**src/design/rmvs_pkg.sv**
```systemverilog
// Package for the running mean / variance statistics block.
// Widths, limits and the control state type shared by the top level and the
// serial divider and multiplier. No dependencies.
package rmvs_pkg;

  // field widths
  localparam int SAMPLE_W    = 16;
  localparam int MEAN_W      = 32;
  localparam int VAR_W       = 46;
  localparam int CNT_W       = 17;
  localparam int M2_W        = 62;
  localparam int IN_TDATA_W  = 16;
  localparam int OUT_TDATA_W = 128;

  // sample count limit; samples past it are dropped
  localparam int MAX_COUNT = 65536;

  // serial divider: quotient shift register, remainder and step counter
  localparam int DIV_Q_W        = 46;
  localparam int DIV_R_W        = 17;
  localparam int DIV_CNT_W      = 6;
  localparam int MEAN_DIV_STEPS = 32;
  localparam int VAR_DIV_STEPS  = 46;

  // serial multiplier: operand width and step counter
  localparam int MUL_W     = 32;
  localparam int MUL_CNT_W = 6;

  typedef enum logic [2:0] {
    ST_IDLE,    // waiting for a sample word
    ST_DIV,     // mean step division running
    ST_MSTART,  // new mean in place, start product
    ST_MUL,     // deviation product running
    ST_VAR,     // last sample taken, decide variance path
    ST_VDIV,    // variance division running
    ST_EMIT     // load the result register
  } state_t;

endpackage

```
**src/design/rmvs_div.sv**
```systemverilog
// Restoring divider, one quotient bit per cycle.
// Used for the mean step (delta / n) and the variance (M2 / (n-1)).
// Depends on rmvs_pkg.
module rmvs_div (
  input  logic                           clk,
  input  logic                           rst,
  input  logic                           start,
  input  logic [rmvs_pkg::DIV_Q_W-1:0]   dividend,  // left aligned, MSB first
  input  logic [rmvs_pkg::DIV_R_W-1:0]   rem_init,  // partial remainder, below divisor
  input  logic [rmvs_pkg::DIV_R_W-1:0]   divisor,
  input  logic [rmvs_pkg::DIV_CNT_W-1:0] steps,
  output logic                           done,
  output logic [rmvs_pkg::DIV_Q_W-1:0]   quotient
);

  logic [rmvs_pkg::DIV_Q_W-1:0]   shreg;
  logic [rmvs_pkg::DIV_R_W-1:0]   rem;
  logic [rmvs_pkg::DIV_R_W-1:0]   dvsr;
  logic [rmvs_pkg::DIV_CNT_W-1:0] cnt;
  logic                           busy;

  logic [rmvs_pkg::DIV_R_W:0]     shifted;
  logic [rmvs_pkg::DIV_R_W:0]     diff;
  logic                           ge;

  // one trial subtraction per step
  assign shifted = {rem, shreg[rmvs_pkg::DIV_Q_W-1]};
  assign ge      = shifted >= {1'b0, dvsr};
  assign diff    = shifted - {1'b0, dvsr};

  // control
  always_ff @(posedge clk) begin
    if (rst) begin
      busy <= 1'b0;
      done <= 1'b0;
      cnt  <= '0;
    end else if (start) begin
      busy <= 1'b1;
      done <= 1'b0;
      cnt  <= steps;
    end else if (busy) begin
      cnt  <= cnt - 1'b1;
      busy <= (cnt != rmvs_pkg::DIV_CNT_W'(1));
      done <= (cnt == rmvs_pkg::DIV_CNT_W'(1));
    end else begin
      done <= 1'b0;
    end
  end

  // datapath
  always_ff @(posedge clk) begin
    if (start) begin
      shreg <= dividend;
      rem   <= rem_init;
      dvsr  <= divisor;
    end else if (busy) begin
      shreg <= {shreg[rmvs_pkg::DIV_Q_W-2:0], ge};
      rem   <= ge ? diff[rmvs_pkg::DIV_R_W-1:0] : shifted[rmvs_pkg::DIV_R_W-1:0];
    end
  end

  assign quotient = shreg;

endmodule

```
**src/design/rmvs_mul.sv**
```systemverilog
// Shift-add multiplier, one multiplier bit per cycle.
// Forms the product of the two deviation magnitudes. Depends on rmvs_pkg.
module rmvs_mul (
  input  logic                           clk,
  input  logic                           rst,
  input  logic                           start,
  input  logic [rmvs_pkg::MUL_W-1:0]     a,
  input  logic [rmvs_pkg::MUL_W-1:0]     b,
  output logic                           done,
  output logic [2*rmvs_pkg::MUL_W-1:0]   product
);

  logic [2*rmvs_pkg::MUL_W-1:0]   acc;
  logic [rmvs_pkg::MUL_W-1:0]     mcand;
  logic [rmvs_pkg::MUL_CNT_W-1:0] cnt;
  logic                           busy;
  logic [rmvs_pkg::MUL_W:0]       sum;

  // add multiplicand into the upper half when the low bit is set
  assign sum = {1'b0, acc[2*rmvs_pkg::MUL_W-1:rmvs_pkg::MUL_W]}
             + {1'b0, (acc[0] ? mcand : '0)};

  // control
  always_ff @(posedge clk) begin
    if (rst) begin
      busy <= 1'b0;
      done <= 1'b0;
      cnt  <= '0;
    end else if (start) begin
      busy <= 1'b1;
      done <= 1'b0;
      cnt  <= rmvs_pkg::MUL_CNT_W'(rmvs_pkg::MUL_W);
    end else if (busy) begin
      cnt  <= cnt - 1'b1;
      busy <= (cnt != rmvs_pkg::MUL_CNT_W'(1));
      done <= (cnt == rmvs_pkg::MUL_CNT_W'(1));
    end else begin
      done <= 1'b0;
    end
  end

  // datapath: shift right, sum enters at the top
  always_ff @(posedge clk) begin
    if (start) begin
      acc   <= {{rmvs_pkg::MUL_W{1'b0}}, b};
      mcand <= a;
    end else if (busy) begin
      acc <= {sum, acc[rmvs_pkg::MUL_W-1:1]};
    end
  end

  assign product = acc;

endmodule

```
**src/design/running_mean_variance_stats_top.sv**
```systemverilog
// Running mean / variance statistics, top level.
// Uses rmvs_pkg, rmvs_div and rmvs_mul.
//
// Input stream (s_*): one sample word per set member; s_tlast marks the last
// sample of a set, s_tuser marks an empty set (sample ignored, zeros out).
// Output stream (m_*): one result word per set, on the last sample or on an
// empty-set word.
//
// Each sample runs a bit-serial division of the deviation by the new count
// and then a bit-serial deviation product; no new sample word is taken until
// both are done and the block is back in idle.
// On the last sample the variance M2/(n-1) takes another division, skipped
// when n is 1 or the variance saturates; m_tvalid rises once the emit state
// has loaded the result register.
// An empty-set word goes straight to the emit state.
// The result sits in an output register; while it waits for m_tready the
// block keeps taking and processing samples, and stalls only when a new
// result is ready and the old one has not been taken.
// Reset (rst, synchronous) clears all statistics and drops any pending word.
// Samples past 65536 in a set are dropped and set the overflow flag.
module running_mean_variance_stats_top (
  input  logic                                clk,
  input  logic                                rst,
  input  logic                                s_tvalid,
  output logic                                s_tready,
  input  logic [rmvs_pkg::IN_TDATA_W-1:0]     s_tdata,   // [15:0] sample
  input  logic                                s_tlast,   // is_last
  input  logic                                s_tuser,   // empty_set
  output logic                                m_tvalid,
  input  logic                                m_tready,
  output logic [rmvs_pkg::OUT_TDATA_W-1:0]    m_tdata    // [31:0] mean_value,
                                                         // [77:32] variance_value,
                                                         // [93:78] min_sample,
                                                         // [109:94] max_sample,
                                                         // [126:110] sample_count,
                                                         // [127] overflow_flag
);

  rmvs_pkg::state_t state, state_next;

  // statistics
  logic [rmvs_pkg::CNT_W-1:0]           count;
  logic [rmvs_pkg::MEAN_W-1:0]          mean;
  logic [rmvs_pkg::M2_W-1:0]            m2;
  logic signed [rmvs_pkg::SAMPLE_W-1:0] lo;
  logic signed [rmvs_pkg::SAMPLE_W-1:0] hi;
  logic                                 dropped;

  // per-sample working registers
  logic signed [rmvs_pkg::SAMPLE_W-1:0] samp;
  logic                                 last;
  logic                                 dneg;
  logic [rmvs_pkg::MEAN_W-1:0]          dmag;
  logic [rmvs_pkg::VAR_W-1:0]           var_res;

  logic accept, at_limit;
  logic div_start, div_done, mul_start, mul_done;
  logic [rmvs_pkg::DIV_Q_W-1:0]   div_dividend, div_q;
  logic [rmvs_pkg::DIV_R_W-1:0]   div_rem, div_dvsr;
  logic [rmvs_pkg::DIV_CNT_W-1:0] div_steps;
  logic [2*rmvs_pkg::MUL_W-1:0]   product;

  logic [rmvs_pkg::MEAN_W-1:0] x_in, x_cur, step, mean_step;
  logic [rmvs_pkg::MEAN_W:0]   delta_in, delta2;
  logic [rmvs_pkg::MEAN_W-1:0] dmag_in, d2mag;
  logic [rmvs_pkg::M2_W:0]     m2_sum;
  logic [rmvs_pkg::CNT_W-1:0]  cnt_m1;
  logic                        var_one, var_sat, out_free;

  assign accept   = s_tvalid && s_tready;
  assign at_limit = (count == rmvs_pkg::CNT_W'(rmvs_pkg::MAX_COUNT));
  assign out_free = !m_tvalid || m_tready;

  // deviation of the incoming sample from the current mean
  assign x_in     = {s_tdata, 16'b0};
  assign delta_in = {x_in[rmvs_pkg::MEAN_W-1], x_in} - {mean[rmvs_pkg::MEAN_W-1], mean};
  assign dmag_in  = delta_in[rmvs_pkg::MEAN_W] ? (~delta_in[rmvs_pkg::MEAN_W-1:0] + 1'b1)
                                               : delta_in[rmvs_pkg::MEAN_W-1:0];

  // mean update from the division result
  assign step      = div_q[rmvs_pkg::MEAN_W-1:0];
  assign mean_step = dneg ? (mean - step) : (mean + step);

  // deviation from the updated mean, same sign as the first one
  assign x_cur  = {samp, 16'b0};
  assign delta2 = {x_cur[rmvs_pkg::MEAN_W-1], x_cur} - {mean[rmvs_pkg::MEAN_W-1], mean};
  assign d2mag  = delta2[rmvs_pkg::MEAN_W] ? (~delta2[rmvs_pkg::MEAN_W-1:0] + 1'b1)
                                           : delta2[rmvs_pkg::MEAN_W-1:0];

  // M2 accumulate, product scaled down by 16 bits
  assign m2_sum = {1'b0, m2} + {{(rmvs_pkg::M2_W + 1 - 48){1'b0}}, product[63:16]};

  // variance path selection
  assign cnt_m1  = count - 1'b1;
  assign var_one = (count <= rmvs_pkg::CNT_W'(1));
  assign var_sat = ({1'b0, m2[rmvs_pkg::M2_W-1:rmvs_pkg::VAR_W]} >= cnt_m1);

  // divider operands: mean step in idle, variance otherwise
  always_comb begin
    if (state == rmvs_pkg::ST_IDLE) begin
      div_dividend = {dmag_in, {(rmvs_pkg::DIV_Q_W - rmvs_pkg::MEAN_W){1'b0}}};
      div_rem      = '0;
      div_dvsr     = count + 1'b1;
      div_steps    = rmvs_pkg::DIV_CNT_W'(rmvs_pkg::MEAN_DIV_STEPS);
    end else begin
      div_dividend = m2[rmvs_pkg::VAR_W-1:0];
      div_rem      = {1'b0, m2[rmvs_pkg::M2_W-1:rmvs_pkg::VAR_W]};
      div_dvsr     = cnt_m1;
      div_steps    = rmvs_pkg::DIV_CNT_W'(rmvs_pkg::VAR_DIV_STEPS);
    end
  end

  rmvs_div u_div (
    .clk      (clk),
    .rst      (rst),
    .start    (div_start),
    .dividend (div_dividend),
    .rem_init (div_rem),
    .divisor  (div_dvsr),
    .steps    (div_steps),
    .done     (div_done),
    .quotient (div_q)
  );

  rmvs_mul u_mul (
    .clk     (clk),
    .rst     (rst),
    .start   (mul_start),
    .a       (dmag),
    .b       (d2mag),
    .done    (mul_done),
    .product (product)
  );

  // state register
  always_ff @(posedge clk) begin
    if (rst) begin
      state <= rmvs_pkg::ST_IDLE;
    end else begin
      state <= state_next;
    end
  end

  // next state and control
  always_comb begin
    state_next = state;
    s_tready   = 1'b0;
    div_start  = 1'b0;
    mul_start  = 1'b0;
    unique case (state)
      rmvs_pkg::ST_IDLE: begin
        s_tready = 1'b1;
        if (s_tvalid) begin
          if (s_tuser) begin
            state_next = rmvs_pkg::ST_EMIT;
          end else if (!at_limit) begin
            div_start  = 1'b1;
            state_next = rmvs_pkg::ST_DIV;
          end else if (s_tlast) begin
            state_next = rmvs_pkg::ST_VAR;
          end
        end
      end
      rmvs_pkg::ST_DIV: begin
        if (div_done) state_next = rmvs_pkg::ST_MSTART;
      end
      rmvs_pkg::ST_MSTART: begin
        mul_start  = 1'b1;
        state_next = rmvs_pkg::ST_MUL;
      end
      rmvs_pkg::ST_MUL: begin
        if (mul_done) state_next = last ? rmvs_pkg::ST_VAR : rmvs_pkg::ST_IDLE;
      end
      rmvs_pkg::ST_VAR: begin
        if (var_one || var_sat) begin
          state_next = rmvs_pkg::ST_EMIT;
        end else begin
          div_start  = 1'b1;
          state_next = rmvs_pkg::ST_VDIV;
        end
      end
      rmvs_pkg::ST_VDIV: begin
        if (div_done) state_next = rmvs_pkg::ST_EMIT;
      end
      rmvs_pkg::ST_EMIT: begin
        if (out_free) state_next = rmvs_pkg::ST_IDLE;
      end
      default: state_next = rmvs_pkg::ST_IDLE;
    endcase
  end

  // statistics registers
  always_ff @(posedge clk) begin
    if (rst) begin
      count   <= '0;
      mean    <= '0;
      m2      <= '0;
      lo      <= '0;
      hi      <= '0;
      dropped <= 1'b0;
    end else begin
      unique case (state)
        rmvs_pkg::ST_IDLE: begin
          if (accept && s_tuser) begin
            count   <= '0;
            mean    <= '0;
            m2      <= '0;
            lo      <= '0;
            hi      <= '0;
            dropped <= 1'b0;
          end else if (accept && at_limit) begin
            dropped <= 1'b1;
          end
        end
        rmvs_pkg::ST_DIV: begin
          if (div_done) mean <= mean_step;
        end
        rmvs_pkg::ST_MUL: begin
          if (mul_done) begin
            m2    <= m2_sum[rmvs_pkg::M2_W] ? {rmvs_pkg::M2_W{1'b1}}
                                            : m2_sum[rmvs_pkg::M2_W-1:0];
            count <= count + 1'b1;
            if (count == '0) begin
              lo <= samp;
              hi <= samp;
            end else begin
              if (samp < lo) lo <= samp;
              if (samp > hi) hi <= samp;
            end
          end
        end
        rmvs_pkg::ST_EMIT: begin
          if (out_free) begin
            count   <= '0;
            mean    <= '0;
            m2      <= '0;
            lo      <= '0;
            hi      <= '0;
            dropped <= 1'b0;
          end
        end
        default: ;
      endcase
    end
  end

  // per-sample working registers
  always_ff @(posedge clk) begin
    if (accept) begin
      samp <= s_tdata;
      last <= s_tlast;
      dneg <= delta_in[rmvs_pkg::MEAN_W];
      dmag <= dmag_in;
    end
    if (accept && s_tuser) begin
      var_res <= '0;
    end else if (state == rmvs_pkg::ST_VAR) begin
      var_res <= var_one ? '0 : {rmvs_pkg::VAR_W{1'b1}};
    end else if (state == rmvs_pkg::ST_VDIV && div_done) begin
      var_res <= div_q[rmvs_pkg::VAR_W-1:0];
    end
  end

  // result register
  always_ff @(posedge clk) begin
    if (rst) begin
      m_tvalid <= 1'b0;
    end else if (state == rmvs_pkg::ST_EMIT && out_free) begin
      m_tvalid <= 1'b1;
    end else if (m_tready) begin
      m_tvalid <= 1'b0;
    end
  end

  always_ff @(posedge clk) begin
    if (state == rmvs_pkg::ST_EMIT && out_free) begin
      m_tdata <= {dropped, count, hi, lo, var_res, mean};
    end
  end

endmodule

```
**config.mk**
```make
export PLATFORM = sky130hd
export DESIGN_NAME = running_mean_variance_stats_top
export DESIGN_NICKNAME = d
export VERILOG_FILES = /design/src/design/rmvs_pkg.sv /design/src/design/rmvs_div.sv /design/src/design/rmvs_mul.sv /design/src/design/running_mean_variance_stats_top.sv
export SDC_FILE = /design/constraint.sdc
export NUM_CORES = 1
export LEC_CHECK = 0
export ABC_AREA = 1
export BUFFER_PORTS_ARGS = -buffer_cell sky130_fd_sc_hd__buf_2
export CAP_MARGIN = 20
export CORE_MARGIN = 1
export CORE_UTILIZATION = 62
export DETAILED_ROUTE_END_ITERATION = 10
export GPL_TIMING_DRIVEN = 0
export HOLD_SLACK_MARGIN = 0.1
export PLACE_DENSITY_LB_ADDON = 0.2
export SYNTH_ARGS = -nofsm -noshare
export SYNTH_HDL_FRONTEND = slang
export SYNTH_SLANG_ARGS = --single-unit
```
**constraint.sdc**
```tcl
create_clock -name clk -period 9.3 [get_ports clk]
set_input_delay 2.79 -clock clk [delete_from_list [all_inputs] [get_ports clk]]
set_output_delay 2.79 -clock clk [all_outputs]
set_load 0.05 [all_outputs]
```
==> results.txt <==
----------------------------------------------------
[Status]
  Result of the run ... finished clean

[GRT]
  Maximum number of pins on one net before global-route repair ... 64
  M2 GR Usage ... 0.630
  Layer with the highest usage ... met2
  Initial antenna violation count ... 4
  Gr ovfl total ... 0
  Number of global-route vias before repair ... 33000
  Fraction of met3 tracks used by global routing ... 0.0827
  Global Route met1 Usage ... 0.553
  Overall track demand over capacity in global routing ... 0.410
  Global-route wire length before repair ... 189 mm

[Timing]
  Total setup violations reported at the end of the flow ... 0
  Max-slew headroom at the worst pin ... 0.188
  Unrepaired setup endpoints after global routing ... no
  Maximum clock frequency ... 177 MHz
  Final worst path period share ... 0.608
  Hold Slack ... 0.418 ns
  Slew @ Worst Pin ... 1.22 ns
  Final hold violation count ... 0
  Time the worst path needs with I/O delays and setup ... 5.65 ns
  Setup clock skew after layout ... 0.0770 ns
  Slew Viols, Final ... 0

[Setup path]
  Critical Path AT ... 2.86 ns
  Category of the critical setup timing path ... register to output pin
  CP dominant cell by count ... sky130_fd_sc_hd__clkbuf_1
  Reg-to-Reg Start ... u_div.quotient[0]
  Number of cells on the worst reg-to-reg path ... 23
  Crit path max fanout ... 10
  R2r endpoint ... mean[31]
  Element type at the critical path end ... output pin
  Cell Chain, Critical Path ... nor2_1, inv_2, nor2_4, clkbuf_1, clkbuf_1, buf_2
  Internal reg-to-reg setup slack ... 4.29 ns
  Required time of the critical path ... 6.51 ns
  Peak per-stage delay on the critical path ... 0.52 ns
  Master of the slowest instance on the critical path ... sky130_fd_sc_hd__clkbuf_1
  Crit-path leading delay family ... buffers and inverters
  Number of buffers and inverters on the critical path ... 4
  Critical path startpoint category ... register

[Synthesis]
  Top cells by count, synth ... 1228 x sky130_fd_sc_hd__nand2_1, 627 x sky130_fd_sc_hd__inv_1, 503 x sky130_fd_sc_hd__nor2_1, 363 x sky130_fd_sc_hd__a21oi_1, 339 x sky130_fd_sc_hd__o21ai_0
  Summed instance area of the synthesized netlist ... 0.0367 sq mm
  Synth async-reset ratio ... 0
  Post-synth EDFFs ... 322
  Top_reg_cell synth ... sky130_fd_sc_hd__edfxtp_1
  Fraction of post-synthesis cell area in the top cell type by area ... 0.263
  Number of distinct library cells after synthesis ... 61
  Mapped Cells ... 4940
  Top cells by area, synth ... sky130_fd_sc_hd__edfxtp_1 26%, sky130_fd_sc_hd__dfxtp_1 13%, sky130_fd_sc_hd__nand2_1 13%, sky130_fd_sc_hd__ha_1 7.4%, sky130_fd_sc_hd__inv_1 6.4%
  Net count of the mapped netlist ... 5183
  Share of synthesized area occupied by flip-flops and latches ... 0.395
  Average cell area after synthesis ... 7.43 sq um
  Synthesis-stage register bit count ... 564
  Number of synthesis warnings ... 0
  Post-synth top area cell ... sky130_fd_sc_hd__edfxtp_1
  Most numerous cell in the Yosys netlist ... sky130_fd_sc_hd__nand2_1

[Clock tree]
  Worst-skew pair later-pin latency ... 0.70 ns
  Post-cts gate resize count ... 0
  Maximum root-to-sink buffer count ... 3
  Number of buffers inserted by post-CTS setup repair ... 0
  # H-tree levels ... 2
  Register clock-pin slew on the reported worst setup and hold paths ... 0.06 ns
  CTS tree ... built
  Hold buffer count at CTS ... 0
  Clock tree root buffer cell ... sky130_fd_sc_hd__clkbuf_16
  CTS buffer count ... 60
  Sinks on the clock net ... 564

[Floorplan]
  Die Footprint ... 0.0602 sq mm
  Core outline area ... 0.0581 sq mm
  Vert. Die Dim ... 245 um
  Initial core utilization ... 0.631
  Boundary Pins ... 152
  Std-Cell Rows ... 88
  Die X-Extent ... 245 um

[Hold path]
  Hold Path End ... u_mul.mcand[1]
  Launch point of the worst hold path ... dmag[1]
  Class of the tightest hold or removal check ... register to register
  Instance count along the most critical hold path ... 0

[Finish]
  Final Core Density ... 0.701
  Share of final-layout standard cells stronger than drive strength 1 ... 0.0823
  Layout Nets ... 5402
  P&R area growth vs syn ... 11.0%

[Drt]
  Pre-Repair DR Iteration Count ... 7
  Drt drc ... 0
  Detailed-route vias per instance ... 5.97
  Wirelength, routed ... 125 mm
  Routed via count ... 35700
  Routed length per instance ... 20.9 um
  DR iter-0 viols ... 3922
  Residual antenna-violating net count after detailed routing ... 0

[Pwr]
  Power density normalized to cell area ... 360 mW/mm^2
  Static power due to leakage ... 18.3 nW
  VDD IR-drop max ... 267 uV

[Place]
  Global placer's final weighted congestion ... 1.06
  Number of port buffers ... 151
  HPWL after DPL ... 98.0 mm

[Job]
  Max Cap Viol ... 0

----------------------------------------------------
[through the flow]
| step | cell area, sq um | TNS, ns | total power [W] | cells | setup WS [ns] |
|---|---|---|---|---|---|
| after floorplan | 36700 | 0 | 0.00942 | 4940 | 0.548 |
| after global placement | 38400 | -260.02 | 0.0116 | 5856 | -1.58 |
| after detailed placement | 38600 | 0 | 0.0117 | 5862 | 3.28 |
| after CTS | 40700 | 0 | 0.0144 | 5976 | 3.74 |
| after global routing | 40700 | 0 | 0.0155 | 5976 | 3.57 |
| final | 40700 | 0 | 0.0147 | 5977 | 3.65 |
[state kept, by name, indices dropped and copies added, names as in the netlist, 3 cells and up]
signal          flops
m_tdata           128
u_mul.product      64
u_mul.cnt           6
var_res            46
u_div.rem          17
hi                 16
u_div.quotient     46
u_div.cnt           6
u_div.dvsr         17
u_mul.mcand        32
m2                 62
count              17
lo                 16
mean               32
samp               16
dmag               32
state               3
[layout make-up]
class                           count  area [sq um]
Multi-Input combinational cell   3589         19200
Fill cell                        4855         17400
Sequential cell                   564         14500
Inverter                          651          2450
Clock buffer                       87          1810
Tap cell                          765           957
Timing Repair Buffer              157           875
Buffer                            136           603
Clock inverter                     27           370
Antenna cell                        1          2.50
[cells in the final DEF, fill, tap and decap left out, types with 46 or more instances in the layout]
master	n
sky130_fd_sc_hd__o21bai_1	46
sky130_fd_sc_hd__dfxtp_1	242
sky130_fd_sc_hd__inv_1	626
sky130_fd_sc_hd__nor2_1	501
sky130_fd_sc_hd__nor3_1	57
sky130_fd_sc_hd__nand3_1	252
sky130_fd_sc_hd__nand2_1	1228
sky130_fd_sc_hd__buf_2	188
sky130_fd_sc_hd__ha_1	217
sky130_fd_sc_hd__xor2_1	127
sky130_fd_sc_hd__a31oi_1	66
sky130_fd_sc_hd__o21ai_0	339
sky130_fd_sc_hd__clkbuf_1	92
sky130_fd_sc_hd__clkbuf_16	65
sky130_fd_sc_hd__edfxtp_1	322
sky130_fd_sc_hd__a21oi_1	363
[metal layers]
layer  vias to the layer above  wire (um)
li1                      16800          -
met1                     16500      49700
met2                      2021      53400
met3                       369      15000
met4                         4       6770
met5                         -         27
[how the worst max path moves through the flow]
stage	startpoint	endpoint	slack, ns	cells after the start
final	state[0]	s_tready	3.65	6
after global routing	state[0]	s_tready	3.57	6
after CTS	state[0]	s_tready	3.74	6
after detailed placement	s_tdata[11]	u_div.quotient[36]	3.28	18
after global placement	m_tready	m_tdata[70]	-1.58	3
after floorplan	m_tready	m_tdata[0]	0.55	2
[kinds of logic (layout without fill, tap and decap cells)]
family | Yosys count | in the layout | share of synthesized area
flops | 564 | 564 | 0.395
compound gates | 993 | 993 | 0.151
simple gates | 2205 | 2205 | 0.253
buf+inv | 787 | 1058 | 0.0830
xor+xnor | 170 | 170 | 0.0413
fa+ha+maj | 221 | 221 | 0.0761
other cells | 0 | 1 | 0
[power by group]
part	switching [W]	internal (W)	leakage (nW)
logic	0.00544	0.00232	12.3
clock network	0.00110	0.00151	1.06
registers	0.000634	0.00365	4.98
total	0.00717	0.00749	18.3
No activity file was read; power rests on OpenSTA's default activity.
